<file path="src/hw/rtl/cmce_pkg.sv">
// shared types, constants and register indexes of the carriage move command encoder
`timescale 1ns / 1ps

package cmce_pkg;

  // geometry
  localparam int HORZ_STEP = 6;
  localparam int VERT_STEP = 8;
  localparam int POS_BITS  = 12;

  // field widths
  localparam int IN_BITS   = 12;
  localparam int BYTE_BITS = 8;
  localparam int REP_BITS  = 12;
  localparam int CFG_IDX_BITS = 3;

  // reciprocal divide by the step sizes: estimate is low by at most one
  localparam int DIV_SHIFT = POS_BITS;
  localparam int RECIP_W   = POS_BITS + 1;
  localparam int PROD_W    = POS_BITS + RECIP_W;
  localparam int HORZ_RECIP = (1 << DIV_SHIFT) / HORZ_STEP;
  localparam int VERT_RECIP = (1 << DIV_SHIFT) / VERT_STEP;
  localparam logic [POS_BITS-1:0] HORZ_K = POS_BITS'(HORZ_STEP);
  localparam logic [POS_BITS-1:0] VERT_K = POS_BITS'(VERT_STEP);

  // queue between front and back
  localparam int QUEUE_DEPTH = 2;
  localparam int QUEUE_PTR_W = (QUEUE_DEPTH > 1) ? $clog2(QUEUE_DEPTH) : 1;
  localparam int QUEUE_CNT_W = $clog2(QUEUE_DEPTH + 1);

  // configuration register indexes
  localparam logic [CFG_IDX_BITS-1:0] REG_ESCAPE   = 3'd0;
  localparam logic [CFG_IDX_BITS-1:0] REG_PLOT_ON  = 3'd1;
  localparam logic [CFG_IDX_BITS-1:0] REG_PLOT_OFF = 3'd2;
  localparam logic [CFG_IDX_BITS-1:0] REG_DOWN     = 3'd3;
  localparam logic [CFG_IDX_BITS-1:0] REG_LEFT     = 3'd4;
  localparam logic [CFG_IDX_BITS-1:0] REG_RIGHT    = 3'd5;
  localparam logic [CFG_IDX_BITS-1:0] REG_RETURN   = 3'd6;

  // reset values of the byte codes
  localparam logic [BYTE_BITS-1:0] RST_PLOT_ON  = 8'd51;
  localparam logic [BYTE_BITS-1:0] RST_PLOT_OFF = 8'd52;
  localparam logic [BYTE_BITS-1:0] RST_DOWN     = 8'd10;
  localparam logic [BYTE_BITS-1:0] RST_LEFT     = 8'd8;
  localparam logic [BYTE_BITS-1:0] RST_RIGHT    = 8'd32;
  localparam logic [BYTE_BITS-1:0] RST_RETURN   = 8'd13;

  // result slots of one move, in emission order
  localparam int NUM_SLOTS = 9;
  localparam int SLOT_W    = 4;
  localparam logic [SLOT_W-1:0] SLOT_RET    = 4'd0;
  localparam logic [SLOT_W-1:0] SLOT_XC     = 4'd1;
  localparam logic [SLOT_W-1:0] SLOT_XON    = 4'd2;
  localparam logic [SLOT_W-1:0] SLOT_XF     = 4'd3;
  localparam logic [SLOT_W-1:0] SLOT_XOFF   = 4'd4;
  localparam logic [SLOT_W-1:0] SLOT_YC     = 4'd5;
  localparam logic [SLOT_W-1:0] SLOT_YON    = 4'd6;
  localparam logic [SLOT_W-1:0] SLOT_YF     = 4'd7;
  localparam logic [SLOT_W-1:0] SLOT_YOFF   = 4'd8;

  typedef struct packed {
    logic [IN_BITS-1:0] target_x;
    logic [IN_BITS-1:0] target_y;
  } cmce_in_t;

  typedef struct packed {
    logic [BYTE_BITS-1:0] out_byte;
    logic                 escaped;
    logic [REP_BITS-1:0]  repeat_res;
    logic                 last_of_move;
  } cmce_out_t;

  // classified move, as queued for the back end
  typedef struct packed {
    logic [NUM_SLOTS-1:0] slots;
    logic                 right;
    logic                 up;
    logic [POS_BITS-1:0]  qx;
    logic [POS_BITS-1:0]  rx;
    logic [POS_BITS-1:0]  qy;
    logic [POS_BITS-1:0]  ry;
  } cmce_cmd_t;

  // queue side towards the back end
  typedef struct packed {
    logic      valid;
    cmce_cmd_t head;
  } cmce_q_head_t;

endpackage

</file>
<file path="src/hw/rtl/cmce_front.sv">
// front end: accepts moves, tracks the carriage position and classifies each move
`timescale 1ns / 1ps

module cmce_front import cmce_pkg::*; (
  input  logic      clk,
  input  logic      rst,
  input  logic      move_valid,
  output logic      move_ready,
  input  cmce_in_t  move,
  output logic      q_push,
  output cmce_cmd_t q_data,
  input  logic      q_full
);

  logic [POS_BITS-1:0] cur_x;
  logic [POS_BITS-1:0] cur_y;

  // first stage: distances and directions
  logic                a_valid;
  logic                a_ret;
  logic                a_right;
  logic                a_up;
  logic [POS_BITS-1:0] a_dx;
  logic [POS_BITS-1:0] a_dy;

  // second stage: quotient estimates
  logic                b_valid;
  logic                b_ret;
  logic                b_right;
  logic                b_up;
  logic [POS_BITS-1:0] b_dx;
  logic [POS_BITS-1:0] b_dy;
  logic [POS_BITS-1:0] b_qx;
  logic [POS_BITS-1:0] b_qy;

  logic                a_go;
  logic                b_go;
  logic                accept;
  logic [POS_BITS-1:0] tx;
  logic [POS_BITS-1:0] ty;
  logic [POS_BITS-1:0] fx;
  logic                ret;
  logic                right;
  logic                up;
  logic                moving;
  logic [POS_BITS-1:0] dx;
  logic [POS_BITS-1:0] dy;
  logic [PROD_W-1:0]   prod_x;
  logic [PROD_W-1:0]   prod_y;
  logic [POS_BITS-1:0] rem_x;
  logic [POS_BITS-1:0] rem_y;
  logic                fix_x;
  logic                fix_y;
  logic [POS_BITS-1:0] qx;
  logic [POS_BITS-1:0] qy;
  logic [POS_BITS-1:0] rx;
  logic [POS_BITS-1:0] ry;

  // stage flow
  assign b_go       = !b_valid || !q_full;
  assign a_go       = !a_valid || b_go;
  assign move_ready = a_go;
  assign accept     = move_valid && move_ready;

  // classify against the current position
  always_comb begin
    tx     = POS_BITS'(move.target_x);
    ty     = POS_BITS'(move.target_y);
    ret    = tx < (cur_x >> 1);
    fx     = ret ? '0 : cur_x;
    right  = fx < tx;
    up     = cur_y < ty;
    dx     = right ? (tx - fx) : (fx - tx);
    dy     = up ? (ty - cur_y) : (cur_y - ty);
    moving = (tx != cur_x) || (ty != cur_y);
  end

  // position follows every accepted target
  always_ff @(posedge clk) begin
    if (rst) begin
      cur_x <= '0;
      cur_y <= '0;
    end else if (accept) begin
      cur_x <= tx;
      cur_y <= ty;
    end
  end

  // stage a, moves with no motion are dropped here
  always_ff @(posedge clk) begin
    if (rst) begin
      a_valid <= 1'b0;
    end else if (a_go) begin
      a_valid <= accept && moving;
    end
  end

  always_ff @(posedge clk) begin
    if (a_go) begin
      a_ret   <= ret;
      a_right <= right;
      a_up    <= up;
      a_dx    <= dx;
      a_dy    <= dy;
    end
  end

  // reciprocal multiply
  assign prod_x = PROD_W'(a_dx) * PROD_W'(HORZ_RECIP);
  assign prod_y = PROD_W'(a_dy) * PROD_W'(VERT_RECIP);

  always_ff @(posedge clk) begin
    if (rst) begin
      b_valid <= 1'b0;
    end else if (b_go) begin
      b_valid <= a_valid;
    end
  end

  always_ff @(posedge clk) begin
    if (b_go) begin
      b_ret   <= a_ret;
      b_right <= a_right;
      b_up    <= a_up;
      b_dx    <= a_dx;
      b_dy    <= a_dy;
      b_qx    <= prod_x[DIV_SHIFT +: POS_BITS];
      b_qy    <= prod_y[DIV_SHIFT +: POS_BITS];
    end
  end

  // one correction step on the quotient, remainder falls out
  always_comb begin
    rem_x = b_dx - b_qx * HORZ_K;
    rem_y = b_dy - b_qy * VERT_K;
    fix_x = rem_x >= HORZ_K;
    fix_y = rem_y >= VERT_K;
    qx    = fix_x ? (b_qx + 1'b1) : b_qx;
    qy    = fix_y ? (b_qy + 1'b1) : b_qy;
    rx    = fix_x ? (rem_x - HORZ_K) : rem_x;
    ry    = fix_y ? (rem_y - VERT_K) : rem_y;
  end

  // build the slot list for the back end
  always_comb begin
    q_data              = '0;
    q_data.slots[SLOT_RET]  = b_ret;
    q_data.slots[SLOT_XC]   = qx != '0;
    q_data.slots[SLOT_XON]  = 1'b1;
    q_data.slots[SLOT_XF]   = rx != '0;
    q_data.slots[SLOT_XOFF] = 1'b1;
    q_data.slots[SLOT_YC]   = qy != '0;
    q_data.slots[SLOT_YON]  = 1'b1;
    q_data.slots[SLOT_YF]   = ry != '0;
    q_data.slots[SLOT_YOFF] = 1'b1;
    q_data.right        = b_right;
    q_data.up           = b_up;
    q_data.qx           = qx;
    q_data.rx           = rx;
    q_data.qy           = qy;
    q_data.ry           = ry;
  end

  assign q_push = b_valid && !q_full;

endmodule

</file>
<file path="src/hw/rtl/cmce_queue.sv">
// short queue of classified moves between front and back end
`timescale 1ns / 1ps

module cmce_queue import cmce_pkg::*; (
  input  logic         clk,
  input  logic         rst,
  input  logic         push,
  input  cmce_cmd_t    push_data,
  output logic         full,
  input  logic         pop,
  output cmce_q_head_t head
);

  cmce_cmd_t               mem [QUEUE_DEPTH];
  logic [QUEUE_PTR_W-1:0]  wr_ptr;
  logic [QUEUE_PTR_W-1:0]  rd_ptr;
  logic [QUEUE_CNT_W-1:0]  count;

  function automatic logic [QUEUE_PTR_W-1:0] bump(input logic [QUEUE_PTR_W-1:0] p);
    logic [QUEUE_PTR_W-1:0] n;
    n = (p == QUEUE_PTR_W'(QUEUE_DEPTH - 1)) ? '0 : p + 1'b1;
    return n;
  endfunction

  assign full       = count == QUEUE_CNT_W'(QUEUE_DEPTH);
  assign head.valid = count != '0;
  assign head.head  = mem[rd_ptr];

  // storage
  always_ff @(posedge clk) begin
    if (push) begin
      mem[wr_ptr] <= push_data;
    end
  end

  // pointers and fill
  always_ff @(posedge clk) begin
    if (rst) begin
      wr_ptr <= '0;
      rd_ptr <= '0;
      count  <= '0;
    end else begin
      if (push) begin
        wr_ptr <= bump(wr_ptr);
      end
      if (pop) begin
        rd_ptr <= bump(rd_ptr);
      end
      if (push && !pop) begin
        count <= count + 1'b1;
      end else if (pop && !push) begin
        count <= count - 1'b1;
      end
    end
  end

endmodule

</file>
<file path="src/hw/rtl/cmce_back.sv">
// back end: byte code regs and sequencer, one run-length item a cycle unless res stalls
`timescale 1ns / 1ps

module cmce_back import cmce_pkg::*; (
  input  logic                    clk,
  input  logic                    rst,
  input  logic                    cfg_valid,
  output logic                    cfg_ready,
  input  logic [CFG_IDX_BITS-1:0] cfg_index,
  input  logic [BYTE_BITS-1:0]    cfg_data,
  input  cmce_q_head_t            head,
  output logic                    pop,
  output logic                    res_valid,
  input  logic                    res_ready,
  output cmce_out_t               res
);

  logic [BYTE_BITS-1:0] code_plot_on;
  logic [BYTE_BITS-1:0] code_plot_off;
  logic [BYTE_BITS-1:0] code_down;
  logic [BYTE_BITS-1:0] code_left;
  logic [BYTE_BITS-1:0] code_right;
  logic [BYTE_BITS-1:0] code_return;

  logic [NUM_SLOTS-1:0] pending;
  cmce_cmd_t            cur;

  logic [NUM_SLOTS-1:0] low_bit;
  logic [NUM_SLOTS-1:0] rest;
  logic [SLOT_W-1:0]    sel;
  logic                 found;
  logic                 emit;
  logic [BYTE_BITS-1:0] x_byte;
  cmce_out_t            item;

  // configuration writes, escape byte itself is inserted downstream
  assign cfg_ready = 1'b1;

  always_ff @(posedge clk) begin
    if (rst) begin
      code_plot_on  <= RST_PLOT_ON;
      code_plot_off <= RST_PLOT_OFF;
      code_down     <= RST_DOWN;
      code_left     <= RST_LEFT;
      code_right    <= RST_RIGHT;
      code_return   <= RST_RETURN;
    end else if (cfg_valid) begin
      unique case (cfg_index)
        REG_ESCAPE:   ;
        REG_PLOT_ON:  code_plot_on  <= cfg_data;
        REG_PLOT_OFF: code_plot_off <= cfg_data;
        REG_DOWN:     code_down     <= cfg_data;
        REG_LEFT:     code_left     <= cfg_data;
        REG_RIGHT:    code_right    <= cfg_data;
        REG_RETURN:   code_return   <= cfg_data;
        default:      ;
      endcase
    end
  end

  // next slot to emit
  always_comb begin
    low_bit = pending & (~pending + 1'b1);
    rest    = pending & ~low_bit;
    sel     = '0;
    found   = 1'b0;
    for (int i = 0; i < NUM_SLOTS; i++) begin
      if (pending[i] && !found) begin
        sel   = SLOT_W'(i);
        found = 1'b1;
      end
    end
  end

  assign emit = found && (!res_valid || res_ready);
  assign pop  = head.valid && (!found || (emit && rest == '0));

  // slot decode
  always_comb begin
    x_byte            = cur.right ? code_right : code_left;
    item              = '0;
    item.last_of_move = rest == '0;
    unique case (sel)
      SLOT_RET: begin
        item.out_byte   = code_return;
        item.repeat_res = REP_BITS'(1);
      end
      SLOT_XC: begin
        item.out_byte   = x_byte;
        item.repeat_res = REP_BITS'(cur.qx);
      end
      SLOT_XON, SLOT_YON: begin
        item.out_byte   = code_plot_on;
        item.escaped    = 1'b1;
        item.repeat_res = REP_BITS'(1);
      end
      SLOT_XF: begin
        item.out_byte   = x_byte;
        item.repeat_res = REP_BITS'(cur.rx);
      end
      SLOT_XOFF, SLOT_YOFF: begin
        item.out_byte   = code_plot_off;
        item.escaped    = 1'b1;
        item.repeat_res = REP_BITS'(1);
      end
      SLOT_YC: begin
        item.out_byte   = code_down;
        item.escaped    = cur.up;
        item.repeat_res = REP_BITS'(cur.qy);
      end
      SLOT_YF: begin
        item.out_byte   = code_down;
        item.escaped    = cur.up;
        item.repeat_res = REP_BITS'(cur.ry);
      end
      default: ;
    endcase
  end

  // sequencer, takes the next move as the last slot goes out
  always_ff @(posedge clk) begin
    if (rst) begin
      pending <= '0;
    end else if (pop) begin
      pending <= head.head.slots;
    end else if (emit) begin
      pending <= rest;
    end
  end

  always_ff @(posedge clk) begin
    if (pop) begin
      cur <= head.head;
    end
  end

  // output register
  always_ff @(posedge clk) begin
    if (rst) begin
      res_valid <= 1'b0;
    end else if (emit) begin
      res_valid <= 1'b1;
    end else if (res_ready) begin
      res_valid <= 1'b0;
    end
  end

  always_ff @(posedge clk) begin
    if (emit) begin
      res <= item;
    end
  end

endmodule

</file>
<file path="src/hw/rtl/carriage_move_command_encoder_unit.sv">
// top level of the carriage move command encoder
//
//   channel | beat                         | handshake
//   --------+------------------------------+---------------------
//   move    | target_x, target_y           | move_valid/move_ready
//   res     | out_byte, escaped, repeat_res, last_of_move | res_valid/res_ready
//   cfg     | cfg_index, cfg_data          | cfg_valid/cfg_ready
//
// a move gives 4 to 9 result beats, issued by the back-end sequencer
// a move with no motion gives no beats
// a move passes stages a and b, the queue and the sequencer to the output register
// moves are taken every cycle while the two-entry queue has room
// sync reset clears position and all valid flags, resets codes; cfg_ready is always high
`timescale 1ns / 1ps

module carriage_move_command_encoder_unit import cmce_pkg::*; (
  input  logic                    clk,
  input  logic                    rst,
  input  logic                    move_valid,
  output logic                    move_ready,
  input  cmce_in_t                move,
  output logic                    res_valid,
  input  logic                    res_ready,
  output cmce_out_t               res,
  input  logic                    cfg_valid,
  output logic                    cfg_ready,
  input  logic [CFG_IDX_BITS-1:0] cfg_index,
  input  logic [BYTE_BITS-1:0]    cfg_data
);

  logic         q_push;
  cmce_cmd_t    q_data;
  logic         q_full;
  logic         q_pop;
  cmce_q_head_t q_head;

  // classify moves
  cmce_front u_front (
    .clk        (clk),
    .rst        (rst),
    .move_valid (move_valid),
    .move_ready (move_ready),
    .move       (move),
    .q_push     (q_push),
    .q_data     (q_data),
    .q_full     (q_full)
  );

  // decouple the two sides
  cmce_queue u_queue (
    .clk       (clk),
    .rst       (rst),
    .push      (q_push),
    .push_data (q_data),
    .full      (q_full),
    .pop       (q_pop),
    .head      (q_head)
  );

  // emit result beats
  cmce_back u_back (
    .clk       (clk),
    .rst       (rst),
    .cfg_valid (cfg_valid),
    .cfg_ready (cfg_ready),
    .cfg_index (cfg_index),
    .cfg_data  (cfg_data),
    .head      (q_head),
    .pop       (q_pop),
    .res_valid (res_valid),
    .res_ready (res_ready),
    .res       (res)
  );

endmodule

</file>
<file path="config.mk">
export PLATFORM = sky130hd
export DESIGN_NAME = carriage_move_command_encoder_unit
export DESIGN_NICKNAME = d
export VERILOG_FILES = /design/src/hw/rtl/cmce_pkg.sv /design/src/hw/rtl/cmce_front.sv /design/src/hw/rtl/cmce_queue.sv /design/src/hw/rtl/cmce_back.sv /design/src/hw/rtl/carriage_move_command_encoder_unit.sv
export SDC_FILE = /design/constraint.sdc
export NUM_CORES = 1
export LEC_CHECK = 0
export ABC_CLOCK_PERIOD_IN_PS = 5650
export BUFFER_PORTS_ARGS = -buffer_cell sky130_fd_sc_hd__buf_2
export CAP_MARGIN = 30
export CORE_UTILIZATION = 60
export DETAILED_ROUTE_END_ITERATION = 12
export GPL_TIMING_DRIVEN = 0
export PLACE_DENSITY = 0.8
export SLEW_MARGIN = 20
export SYNTH_ARGS = -nofsm -noshare
export SYNTH_HDL_FRONTEND = slang
export SYNTH_SLANG_ARGS = --single-unit
</file>
<file path="constraint.sdc">
create_clock -name clk -period 5.65 [get_ports clk]
set_input_delay 0 -clock clk [delete_from_list [all_inputs] [get_ports clk]]
set_output_delay 0 -clock clk [all_outputs]
set_load 0.01 [all_outputs]
</file>
==> flow_summary.rst, run 1 <==
.. list-table::
   :header-rows: 1

   * - Metric
     - Value
   * - Number of antenna violations at the first check in global routing
     - 0
   * - Hold violation total from the final report
     - 0
   * - Critical path class
     - reg2reg
   * - Via count
     - roughly 12000
   * - Number of buffers inserted by port buffering
     - slightly above 60
   * - Count of non-filler cells in the finished layout
     - ~2000
   * - Number of distinct standard cells referenced by the synthesized netlist
     - between 70 and 80
   * - Sequential cell area
     - 7998 sq um
   * - Placement row count
     - 59
   * - Final cell area excluding filler cells
     - around 19000 sq um
   * - Diode insertion count for antenna repair
     - 0
   * - Later-pin clock latency in the skew report
     - around 0.56 ns
   * - Most common cell after layout, fill and taps aside
     - sky130_fd_sc_hd__edfxtp_1
   * - Top Ports
     - 65
   * - Number of placed cells counting well taps
     - ~1900
   * - Clock Sinks
     - ~300
   * - Status
     - completed
   * - Post-placement cell area
     - 17090 sq um
   * - Number of clock buffers inserted by TritonCTS
     - 31
   * - Violation count after the first detailed-route iteration
     - ~1100
   * - Critical path data required time
     - 5.94 ns
   * - H-Tree Level Count
     - 1
   * - Minimum clock period
     - approximately 5.4 ns
   * - Global placement routability congestion
     - between 0.8 and 0.9
   * - Synth Instances
     - between 1500 and 2000
   * - Global router's overall resource usage
     - roughly a quarter
   * - Die Width
     - between 150 and 200 microns
   * - List of cells traversed by the critical path
     - inv_1 -> ha_1 -> a21o_1 -> a21o_1 -> a21o_1 -> a21o_1 -> a21o_1 -> a21o_1 -> a21o_1 -> a41oi_2 -> clkbuf_4 -> a21oi_1 -> ha_1 -> and4_1 -> o2111ai_1 -> a32oi_2 -> buf_4 -> mux2i_1 -> o21ai_0 -> a221o_1 -> a221oi_1 -> xnor2_1
   * - IR drop worst, VDD
     - 0.0005103 V
   * - Category of cells accounting for the largest share of critical-path delay
     - compound AO/OA/AOI/OAI gates
   * - Average wire per cell in the routed design
     - ~17 microns
   * - Detailed-route vias per instance
     - 5.755
   * - Root buf cell
     - sky130_fd_sc_hd__clkbuf_16
   * - Path class of the lowest-slack min-delay path
     - in2reg
   * - Initial Utilization
     - roughly three fifths
   * - Setup-violating endpoint count in the final report
     - 0
   * - First-pass detailed-route iteration total
     - 6
   * - Routed wire length
     - around 34000 microns
   * - ANT nets after route
     - 0
   * - Leading cell types in the layout, fill and taps excluded
     - sky130_fd_sc_hd__edfxtp_1 (207), sky130_fd_sc_hd__nand2_1 (188), sky130_fd_sc_hd__inv_1 (134), sky130_fd_sc_hd__ha_1 (125), sky130_fd_sc_hd__a21oi_1 (118)
   * - Total Power Consumption
     - about 13 mW
   * - Number of enable-type register cells in the synthesized netlist
     - approximately 210
   * - Unrepaired setup endpoints after global routing
     - yes
   * - Core area
     - 26350 sq um
   * - Clock tree from TritonCTS
     - built
   * - Arr. time, crit path
     - approximately 5.7 ns
   * - Crit end category
     - flip-flop
   * - Async set-or-reset flop fraction in the synthesized netlist
     - 0%
   * - Aggregate negative setup slack
     - 0 ns
   * - Startpoint kind of the worst setup timing path
     - flip-flop
   * - Fraction of layout instances using a drive strength above 1
     - a little under an eighth
   * - Max_cap viols
     - 0
   * - Final critical-path share of the clock period
     - a little over nine tenths
   * - Area Overhead vs Synth
     - 13.97%
   * - Max Clock Skew
     - around 0.017 ns
   * - Net total in the final layout
     - 1842
   * - Maximum clock path buffer count
     - 3
   * - Global-route wire length before repair
     - around 56000 microns
   * - Avg Cell Area, Syn
     - 10.84 sq um
   * - Overflow left after global routing
     - 0
   * - Number of pins with negative max-slew slack in the final report
     - 0
   * - Most frequent cell on the critical path
     - sky130_fd_sc_hd__a21o_1
   * - HPWL reported at the end of detailed placement
     - ~25000 microns
   * - Mapped Nets
     - around 1700
   * - Worst slew pin tran
     - about 0.9 ns
   * - Maximum fanout along the worst path
     - 10
   * - Top_reg_cell synth
     - sky130_fd_sc_hd__edfxtp_1
   * - Die area
     - 27820 sq um
   * - Filler cell count in the final layout
     - between 1500 and 2000
   * - Detailed-route DRC error count
     - 0
   * - Cell area after synthesis
     - 16290 sq um
   * - Slowest Stage Delay on Critical Path
     - ~0.45 ns
   * - Slew Limit Headroom
     - 37.70%
   * - Max stage delay cell, worst path
     - sky130_fd_sc_hd__ha_1
   * - Post-synthesis sequential element count
     - between 200 and 300
   * - Sum of buffers and inverters on the critical path
     - 3
   * - Maximum clock rate
     - around 180 MHz
   * - Pwr/cell area
     - between 600 and 700 nW/um^2
   * - Area used by multi-input combinational logic
     - approximately 7600 sq um
   * - Die outline height
     - 166.8 microns
   * - Maximum number of pins on one net before global-route repair
     - 38
   * - Register area share after synthesis
     - approximately half
   * - Number of global-route vias before repair
     - between 10000 and 15000
   * - Leak pwr
     - 7.532 nW
   * - Clock transition at the registers of the reported paths
     - roughly 0.060 ns
   * - Final core utilization
     - 70.46%
   * - Number of warning messages in the yosys log
     - 0
## state kept, by name (all words and copies together) (netlist names), 9 cells and up, named ones only
register and count:
u_front.a_dy 12, u_back.res 22, u_front.b_dy 12, u_front.cur_x 12
u_front.a_dx 12, u_queue.mem 84, u_back.pending 9, u_front.cur_y 12
u_front.b_qx 10, u_front.b_dx 12, u_back.cur 37
## cells by family after synthesis
family	after synthesis	share of synthesized area, %
flops	296	49.09
buf+inv	185	4.301
fa+ha+maj	156	13.35
other cells	1	0.02302
xor+xnor	71	3.817
compound gates	299	12.01
mux	88	5.752
simple gates	407	11.66
## layer usage
| layer | global-route usage (%) | vias to the layer above | part of all wire [%] |
|---|---|---|---|
| met2 | 44.81 | 377 | 50 |
| met5 | 0 | - | 0 |
| met3 | 2.947 | 62 | 5.5 |
| li1 | - | 5638 | - |
| met4 | 6.602 | 0 | 2.1 |
| met1 | 32.07 | 5474 | 42 |
## Yosys cell counts, types with 7 or more instances
master / n / share of area, %
sky130_fd_sc_hd__a21o_1: 28 / 1.3
sky130_fd_sc_hd__o211ai_1: 13 / 0.60
sky130_fd_sc_hd__nand2_1: 189 / 4.4
sky130_fd_sc_hd__a222oi_1: 9 / 0.55
sky130_fd_sc_hd__edfxtp_1: 207 / 38
sky130_fd_sc_hd__o21bai_1: 8 / 0.37
sky130_fd_sc_hd__dfxtp_1: 89 / 11
sky130_fd_sc_hd__nor2_1: 72 / 1.7
sky130_fd_sc_hd__xnor2_1: 44 / 2.4
sky130_fd_sc_hd__mux2_2: 44 / 3.0
sky130_fd_sc_hd__nor3_1: 16 / 0.49
sky130_fd_sc_hd__or3_1: 12 / 0.46
sky130_fd_sc_hd__a211o_1: 7 / 0.38
sky130_fd_sc_hd__nand3_1: 19 / 0.58
sky130_fd_sc_hd__clkbuf_1: 44 / 1.0
sky130_fd_sc_hd__and3_1: 8 / 0.31
sky130_fd_sc_hd__nor2b_1: 21 / 0.81
sky130_fd_sc_hd__a21oi_1: 118 / 3.6
sky130_fd_sc_hd__inv_1: 136 / 3.1
sky130_fd_sc_hd__o21a_1: 10 / 0.46
sky130_fd_sc_hd__nand2b_1: 18 / 0.69
sky130_fd_sc_hd__nand3b_1: 13 / 0.60
sky130_fd_sc_hd__fa_1: 30 / 3.7
sky130_fd_sc_hd__o21ai_0: 51 / 1.6
sky130_fd_sc_hd__mux2i_1: 43 / 2.6
sky130_fd_sc_hd__ha_1: 125 / 9.6
sky130_fd_sc_hd__xor2_1: 27 / 1.5
sky130_fd_sc_hd__nand4_1: 8 / 0.31
## where the power goes
group / switching (mW) / leakage (nW) / internal [mW]
clock network: 0.833 / 0.469 / 1.10
logic: 4.21 / 4.35 / 2.92
registers: 0.265 / 2.71 / 3.40
## area by class of cell
type	count	share of cell area (%)
sequential	296	43.07
tap	335	2.257
multi-input combinational	1022	41.09
clock buffer	35	4.259
inverter	136	2.749
timing repair buffer	113	4.501
clock inverter	23	1.051
buffer	47	1.018
## repair_timing
action / CTS / global route
buffers inserted: 2 / 0
endpoints found under the hold margin: 76 / 0
hold buffers: 45 / 0
endpoints found under the setup margin: 2 / 6
gates resized for setup: 3 / 6
pin swaps: 1 / 0
## final timing paths
check | cells after the start | start | slack, ns | endpoint
worst min register to register | 0 | u_front.a_right | 0.41 | u_front.b_right
worst max-delay path | 22 | u_front.cur_x[2] | 0.24 | u_front.a_dx[10]
worst max register to register | 22 | u_front.cur_x[2] | 0.24 | u_front.a_dx[10]
worst min-delay path | 3 | rst | 0.16 | u_back.code_left[1]
## tightest hold or removal path: stages
cell and delay, ns:
sky130_fd_sc_hd__clkbuf_1 0.24, sky130_fd_sc_hd__clkbuf_1 0.29, sky130_fd_sc_hd__a21oi_1 0.16
## through the flow
stage / hold slack, ns / setup WS (ns)
after floorplan: 0.1179 / 0.5814
after global placement: 0.2617 / -0.1288
after detailed placement: 0.2703 / -0.2137
after CTS: 0.1712 / 0.04647
after global routing: 0.2056 / -0.05724
final: 0.1625 / 0.2366
Power figures use the tool's default switching activity.
==> run 2, diff against run 1 <==
PLACE_DENSITY = not set   (was 0.8)
PLACE_DENSITY_LB_ADDON = 0.05   (was not set)
==> flow_summary.rst, run 2 (same netlist as run 1, synthesis figures left out) <==
.. list-table::
   :header-rows: 1

   * - Metric
     - Value
   * - Status
     - completed (unchanged)
   * - Crit end category
     - flip-flop (unchanged)
   * - List of cells traversed by the critical path
     - inv_1 -> ha_1 -> a21o_1 -> a21o_1 -> a21o_1 -> a21o_1 -> a21o_1 -> a21o_1 -> a21o_1 -> a41oi_2 -> clkbuf_4 -> a21oi_1 -> ha_1 -> clkbuf_1 -> a21o_1 -> a2111oi_2 -> a32oi_2 -> buf_4 -> inv_1 -> a211oi_1 -> o31ai_2 -> a31oi_2 -> mux2i_1 -> a311oi_1 (was inv_1 -> ha_1 -> a21o_1 -> a21o_1 -> a21o_1 -> a21o_1 -> a21o_1 -> a21o_1 -> a21o_1 -> a41oi_2 -> clkbuf_4 -> a21oi_1 -> ha_1 -> and4_1 -> o2111ai_1 -> a32oi_2 -> buf_4 -> mux2i_1 -> o21ai_0 -> a221o_1 -> a221oi_1 -> xnor2_1)
   * - Most frequent cell on the critical path
     - sky130_fd_sc_hd__a21o_1 (unchanged)
   * - Net total in the final layout
     - 1842 (unchanged)
   * - Arr. time, crit path
     - 5.75 ns (was 5.70 ns)
   * - Maximum number of pins on one net before global-route repair
     - 38 (unchanged)
   * - Number of global-route vias before repair
     - 10989 (was 11541)
   * - HPWL reported at the end of detailed placement
     - 24580 microns (was 24630 microns)
   * - Top Ports
     - 65 (unchanged)
   * - Core area
     - 26350 sq um (unchanged)
   * - Min setup slack post-route
     - 0.2604 ns (was 0.2366 ns)
   * - Path class of the lowest-slack min-delay path
     - in2reg (unchanged)
   * - Number of pins with negative max-slew slack in the final report
     - 0 (unchanged)
   * - Area Overhead vs Synth
     - 14.04% (was 13.97%)
   * - Worst slack at placement
     - -0.1806 ns (was -0.2137 ns)
   * - Worst slew pin tran
     - 0.9338 ns (was 0.9273 ns)
   * - Global router's overall resource usage
     - 24.41% (was 25.01%)
   * - Most common cell after layout, fill and taps aside
     - sky130_fd_sc_hd__edfxtp_1 (unchanged)
   * - Filler cell count in the final layout
     - 1962 (was 1860)
   * - Violation count after the first detailed-route iteration
     - 876 (was 1069)
   * - Unrepaired setup endpoints after global routing
     - no (was yes)
   * - Fraction of layout instances using a drive strength above 1
     - 11.48% (was 11.30%)
   * - Maximum fanout along the worst path
     - 10 (unchanged)
   * - Clock transition at the registers of the reported paths
     - 0.06 ns (about the same)
   * - Leading cell types in the layout, fill and taps excluded
     - sky130_fd_sc_hd__edfxtp_1 (207), sky130_fd_sc_hd__nand2_1 (188), sky130_fd_sc_hd__inv_1 (134), sky130_fd_sc_hd__ha_1 (123), sky130_fd_sc_hd__a21oi_1 (117) (was sky130_fd_sc_hd__edfxtp_1 (207), sky130_fd_sc_hd__nand2_1 (188), sky130_fd_sc_hd__inv_1 (134), sky130_fd_sc_hd__ha_1 (125), sky130_fd_sc_hd__a21oi_1 (118))
   * - Number of antenna violations at the first check in global routing
     - 1 (was 0)
   * - Later-pin clock latency in the skew report
     - 0.55 ns (was 0.56 ns)
   * - Maximum clock rate
     - 185.5 MHz (was 184.7 MHz)
   * - Max stage delay cell, worst path
     - sky130_fd_sc_hd__dfxtp_1 (was sky130_fd_sc_hd__ha_1)
   * - Die outline height
     - 166.8 microns (unchanged)
   * - Critical path class
     - reg2reg (unchanged)
   * - Minimum clock period
     - 5.390 ns (was 5.413 ns)
   * - Clock tree from TritonCTS
     - built (unchanged)
   * - Detailed-route DRC error count
     - 0 (unchanged)
   * - Top flop regs
     - u_queue.mem (84), u_back.cur (37), u_back.res (22) (unchanged)
   * - Slowest Stage Delay on Critical Path
     - 0.40 ns (was 0.45 ns)
   * - Routed wire length
     - 33750 microns (was 34200 microns)
   * - Detailed-route vias per instance
     - 5.669 (was 5.755)
   * - Global placement routability congestion
     - 0.8785 (was 0.8508)
   * - Global-route wire length before repair
     - 54830 microns (was 56300 microns)
   * - Maximum clock path buffer count
     - 3 (unchanged)
   * - Final critical-path share of the clock period
     - 95.39% (was 95.81%)
   * - Number of buffers inserted by port buffering
     - 62 (unchanged)
   * - Slew Limit Headroom
     - 37.27% (was 37.70%)
   * - Number of flip-flops in the largest register
     - 84 (unchanged)
   * - Root buf cell
     - sky130_fd_sc_hd__clkbuf_16 (unchanged)
   * - Average wire per cell in the routed design
     - 16.81 microns (was 17.04 microns)
   * - Startpoint kind of the worst setup timing path
     - flip-flop (unchanged)
   * - Die area
     - 27820 sq um (unchanged)
   * - Clock Sinks
     - 296 (unchanged)
   * - First-pass detailed-route iteration total
     - 6 (unchanged)
   * - Max Clock Skew
     - 0.01542 ns (was 0.01654 ns)
   * - Setup-violating endpoint count in the final report
     - 0 (unchanged)
   * - Placement row count
     - 59 (unchanged)
   * - Max_cap viols
     - 0 (unchanged)
   * - Via count
     - 11383 (was 11551)
   * - Overflow left after global routing
     - 0 (unchanged)
   * - Hold violation total from the final report
     - 0 (unchanged)
   * - Initial Utilization
     - 61.82% (unchanged)
   * - ANT nets after route
     - 0 (unchanged)
   * - H-Tree Level Count
     - 1 (unchanged)
   * - Top reg by flops
     - u_queue.mem (unchanged)
   * - Number of clock buffers inserted by TritonCTS
     - 31 (unchanged)
   * - Critical path data required time
     - 6.01 ns (was 5.94 ns)
   * - Die Width
     - 166.8 microns (unchanged)
run 2: changes by cell type in the layout (fill, tap and decap cells not counted), moves of 2 or more:
| cell | previous run | this run |
|---|---|---|
| sky130_fd_sc_hd__clkbuf_1 | 45 | 51 |
| sky130_fd_sc_hd__clkinvlp_2 | 2 | 0 |
| sky130_fd_sc_hd__dlygate4sd3_1 | 45 | 43 |
| sky130_fd_sc_hd__ha_1 | 125 | 123 |
| sky130_fd_sc_hd__ha_2 | 0 | 2 |
| sky130_fd_sc_hd__clkinvlp_4 | 4 | 1 |
run 2: path summary, 6_finish.rpt:
kind | startpoint | end | slack, ns | depth (start not counted)
max reg2reg | u_front.cur_x[2] | u_front.a_dx[11] | 0.26 | 24
max | u_front.cur_x[2] | u_front.a_dx[11] | 0.26 | 24
min | rst | u_back.code_left[2] | 0.13 | 3
min reg2reg | u_front.a_dy[7] | u_front.b_dy[7] | 0.41 | 0
run 2: per-layer routing:
layer,track usage [%],vias to the layer above,routed length [microns]
li1,-,5616,-
met4,6.280,0,599
met1,33.52,5441,15350
met3,2.543,46,1483
met2,41.54,280,16310
met5,0,-,0
run 2: timing repair:
item	4_1_cts	5_1_grt
endpoints found under the hold margin	75	0
resized for setup	3	11
cloned	0	0
buffers inserted	2	3
pin swaps	1	1
endpoints found under the setup margin	3	7
hold buffers	43	0
run 2: critical path, delay by kind of cell, from the launching register on:
kind | cells | cell delay, ns
adders and majority gates | 2 | 0.56
AOI/OAI and AO/OA | 16 | 3.21
DFF | 1 | 0.40
muxes | 1 | 0.14
buffers and inverters | 5 | 0.88
run 2: layout make-up:
type	instances	area, sq um	share of cell area (%)
Antenna cell	1	2.502	0.01347
Sequential cell	296	7998	43.05
Tap cell	335	419.2	2.256
Timing Repair Buffer	113	823.3	4.431
Clock buffer	42	838.3	4.512
Inverter	136	510.5	2.748
Multi-Input combinational cell	1022	7654	41.19
Clock inverter	16	145.1	0.7812
Buffer	47	188.9	1.017
run 2: per-stage QoR:
stage | TNS, ns | cell area, sq um | util, % | instances | hold slack (ns)
final | 0 | 18580 | 70.50 | 2008 | 0.1264
after global routing | 0 | 18580 | 70.49 | 2007 | 0.1725
after global placement | -0.1900 | 17020 | 64.59 | 1900 | 0.2564
after CTS | 0 | 18520 | 70.27 | 2006 | 0.09233
after floorplan | 0 | 16290 | - | 1503 | 0.1179
after detailed placement | -0.3553 | 17080 | 64.82 | 1903 | 0.2632
Power of run 2 is left out: the tool's default activity adds up to more than one toggle a clock period on the data nets, which glitch-free logic cannot reach.
==> run 3, diff against run 2 <==
REMOVE_ABC_BUFFERS = 1   (was not set)
==> flow_summary.rst, run 3 (same netlist as run 1, synthesis figures left out) <==
.. list-table::
   :header-rows: 1

   * - Metric
     - Value
   * - Status
     - completed (unchanged)
   * - HPWL reported at the end of detailed placement
     - 23080 microns (was 24580 microns)
   * - Critical path class
     - reg2reg (unchanged)
   * - Number of antenna violations at the first check in global routing
     - 0 (was 1)
   * - Clock Power Share
     - between 10% and 20%
   * - Worst reg2reg path startpoint
     - u_front.cur_x[2] (unchanged)
   * - Root buf cell
     - sky130_fd_sc_hd__clkbuf_16 (unchanged)
   * - Maximum fanout along the worst path
     - 6 (was 10)
   * - Unrepaired setup endpoints after global routing
     - no (unchanged)
   * - ANT nets after route
     - 0 (unchanged)
   * - Number of pins with negative max-slew slack in the final report
     - 0 (unchanged)
   * - Beginning of the worst hold path
     - move[0] (was rst)
   * - Clock transition at the registers of the reported paths
     - 0.06 ns (about the same)
   * - Top Ports
     - 65 (unchanged)
   * - Critical path data required time
     - 5.95 ns (was 6.01 ns)
   * - Number of global-route vias before repair
     - 10976 (was 10989)
   * - Hold violation total from the final report
     - 0 (unchanged)
   * - Number of buffers inserted by port buffering
     - 63 (was 62)
   * - Number of clock buffers inserted by TritonCTS
     - 30 (was 31)
   * - Top reg by flops
     - u_queue.mem (unchanged)
   * - Via count
     - 11196 (was 11383)
   * - Reg2reg end
     - u_front.a_dx[10] (was u_front.a_dx[11])
   * - Most common cell after layout, fill and taps aside
     - sky130_fd_sc_hd__edfxtp_1 (unchanged)
   * - Cell-internal power
     - ~7.5 mW
   * - Arr. time, crit path
     - 5.59 ns (was 5.75 ns)
   * - Clock tree from TritonCTS
     - built (unchanged)
   * - Max Clock Skew
     - 0.03068 ns (was 0.01542 ns)
   * - Worst slack at placement
     - -0.5612 ns (was -0.1806 ns)
   * - Startpoint kind of the worst setup timing path
     - flip-flop (unchanged)
   * - H-Tree Level Count
     - 1 (unchanged)
   * - IR drop worst, VDD
     - approximately 0.00071 V
   * - Path class of the lowest-slack min-delay path
     - in2reg (unchanged)
   * - Combinational cell fraction of total power
     - 55.5%
   * - Fraction of power spent switching nets
     - 41.20%
   * - Area Overhead vs Synth
     - 14.31% (was 14.04%)
   * - Setup-violating endpoint count in the final report
     - 0 (unchanged)
   * - Worst slew pin tran
     - 0.9170 ns (was 0.9338 ns)
   * - Post-placement cell area
     - 16980 sq um (was 17080 sq um)
   * - Placement row count
     - 59 (unchanged)
   * - Detailed-route DRC error count
     - 0 (unchanged)
   * - Worst hold path depth
     - 4 (was 3)
   * - Maximum clock rate
     - 188.9 MHz (was 185.5 MHz)
   * - Die area
     - 27820 sq um (unchanged)
   * - R2R depth
     - 21 (was 24)
   * - Slew Limit Headroom
     - 38.87% (was 37.27%)
   * - Global-route wire length before repair
     - 54160 microns (was 54830 microns)
   * - Net total in the final layout
     - 1810 (was 1842)
   * - Minimum clock period
     - 5.295 ns (was 5.390 ns)
   * - Number of flip-flops in the largest register
     - 84 (unchanged)
   * - Pwr/cell area
     - roughly 690 nW/um^2
   * - Violation count after the first detailed-route iteration
     - 802 (was 876)
   * - Diode insertion count for antenna repair
     - 0 (was 1)
   * - Detailed-route vias per instance
     - 5.672 (was 5.669)
   * - Maximum clock path buffer count
     - 3 (unchanged)
   * - Top flop regs
     - u_queue.mem (84), u_back.cur (37), u_back.res (22) (unchanged)
   * - Initial Utilization
     - 61.82% (unchanged)
   * - Final cell area excluding filler cells
     - 18620 sq um (was 18580 sq um)
   * - Crit end category
     - flip-flop (unchanged)
   * - Setup slack, reg-to-reg
     - 0.36 ns (was 0.26 ns)
   * - Final critical-path share of the clock period
     - 93.72% (was 95.39%)
   * - Global placement routability congestion
     - 0.8865 (was 0.8785)
   * - Maximum number of pins on one net before global-route repair
     - 74 (was 38)
   * - First-pass detailed-route iteration total
     - 5 (was 6)
   * - Core area
     - 26350 sq um (unchanged)
   * - Leading cell types in the layout, fill and taps excluded
     - sky130_fd_sc_hd__edfxtp_1 (207), sky130_fd_sc_hd__nand2_1 (187), sky130_fd_sc_hd__inv_1 (134), sky130_fd_sc_hd__ha_1 (125), sky130_fd_sc_hd__a21oi_1 (117) (was sky130_fd_sc_hd__edfxtp_1 (207), sky130_fd_sc_hd__nand2_1 (188), sky130_fd_sc_hd__inv_1 (134), sky130_fd_sc_hd__ha_1 (123), sky130_fd_sc_hd__a21oi_1 (117))
   * - Clock Sinks
     - 296 (unchanged)
   * - Max_cap viols
     - 0 (unchanged)
   * - Die outline height
     - 166.8 microns (unchanged)
   * - Average wire per cell in the routed design
     - 16.55 microns (was 16.81 microns)
   * - Later-pin clock latency in the skew report
     - 0.58 ns (was 0.55 ns)
   * - Sw power
     - 5.276 mW
   * - Endpoint of the worst hold-timing path
     - u_front.cur_y[0] (was u_back.code_left[2])
   * - Overflow left after global routing
     - 0 (unchanged)
   * - Leak pwr
     - 7.579 nW
   * - Seq pwr share
     - 28.9%
   * - Global router's overall resource usage
     - 23.88% (was 24.41%)
   * - Fraction of layout instances using a drive strength above 1
     - 12.26% (was 11.48%)
   * - Min setup slack post-route
     - 0.3551 ns (was 0.2604 ns)
   * - Die Width
     - 166.8 microns (unchanged)
   * - Routed wire length
     - 32670 microns (was 33750 microns)
-- run 3: repair_timing --
item                                   4_1_cts  5_1_grt
buffers inserted                             0        9
pin swaps                                    0        2
setup endpoints to repair                    6        8
gates cloned                                 0        1
gates resized for setup                      4        5
endpoints found under the hold margin       79        0
hold buffers                                45        0
-- run 3: power groups by stage --
stage | registers (mW) | logic, mW | clock network [mW]
after floorplan | 3.71 | 5.30 | 0
after CTS | 3.72 | 6.99 | 2.03
after detailed placement | 3.76 | 6.87 | 0
after global placement | 3.78 | 6.65 | 0
final | 3.70 | 7.11 | 1.99
after global routing | 3.76 | 7.95 | 2.12
-- run 3: layer usage --
layer / part of all wire, % / global-route usage [%]
met1: 46 / 33.03
met2: 48 / 41.05
met5: 0 / 0
met4: 1.2 / 4.106
met3: 4.5 / 2.780
-- run 3: layout make-up --
class / count / area (sq um)
Fill cell: 1983 / 7731
Inverter: 136 / 510.5
Clock inverter: 20 / 230.2
Clock buffer: 36 / 773.2
Multi-Input combinational cell: 1023 / 7695
Sequential cell: 296 / 7999
Timing Repair Buffer: 128 / 996.0
Tap cell: 335 / 419.2
-- run 3: per-stage QoR --
step	setup TNS, ns	hold slack, ns	utilization [%]	total power, mW	std cells
after global routing	0	0.2712	70.66	13.82	1974
after floorplan	0	0.06907	-	9.013	1454
final	0	0.2592	70.66	12.81	1974
after detailed placement	-1.747	0.2616	64.44	10.63	1858
after global placement	-1.301	0.2552	63.88	10.43	1852
after CTS	0	0.2351	70.08	12.73	1959
-- run 3: critical path, stage by stage, from the launching register on --
cell and delay [ns]:
sky130_fd_sc_hd__dfxtp_1 0.38, sky130_fd_sc_hd__inv_1 0.07, sky130_fd_sc_hd__ha_1 0.27, sky130_fd_sc_hd__a21o_1 0.16, sky130_fd_sc_hd__a21o_1 0.17, sky130_fd_sc_hd__a21o_1 0.16
sky130_fd_sc_hd__a21o_1 0.16, sky130_fd_sc_hd__a21o_1 0.16, sky130_fd_sc_hd__a21o_1 0.17, sky130_fd_sc_hd__a21o_1 0.21, sky130_fd_sc_hd__a41oi_4 0.22, sky130_fd_sc_hd__buf_4 0.16
sky130_fd_sc_hd__a21oi_1 0.08, sky130_fd_sc_hd__ha_1 0.39, sky130_fd_sc_hd__and4_1 0.30, sky130_fd_sc_hd__o2111ai_1 0.28, sky130_fd_sc_hd__a32oi_4 0.41, sky130_fd_sc_hd__mux2i_1 0.32
sky130_fd_sc_hd__o21ai_0 0.13, sky130_fd_sc_hd__a221o_1 0.36, sky130_fd_sc_hd__a221oi_1 0.34, sky130_fd_sc_hd__xnor2_1 0.12
-- run 3: worst max-delay path by stage --
| stage | slack, ns | depth (start not counted) | to | start |
|---|---|---|---|---|
| after global routing | 0.01 | 23 | u_front.a_dx[11] | u_front.cur_x[2] |
| final | 0.36 | 21 | u_front.a_dx[10] | u_front.cur_x[2] |
| after detailed placement | -0.56 | 21 | u_front.a_dx[11] | u_front.cur_x[2] |
| after global placement | -0.48 | 21 | u_front.a_dx[11] | u_front.cur_x[2] |
| after floorplan | 0.32 | 21 | u_front.a_dx[11] | u_front.cur_x[2] |
| after CTS | 0.003 | 21 | u_front.a_dx[11] | u_front.cur_x[2] |
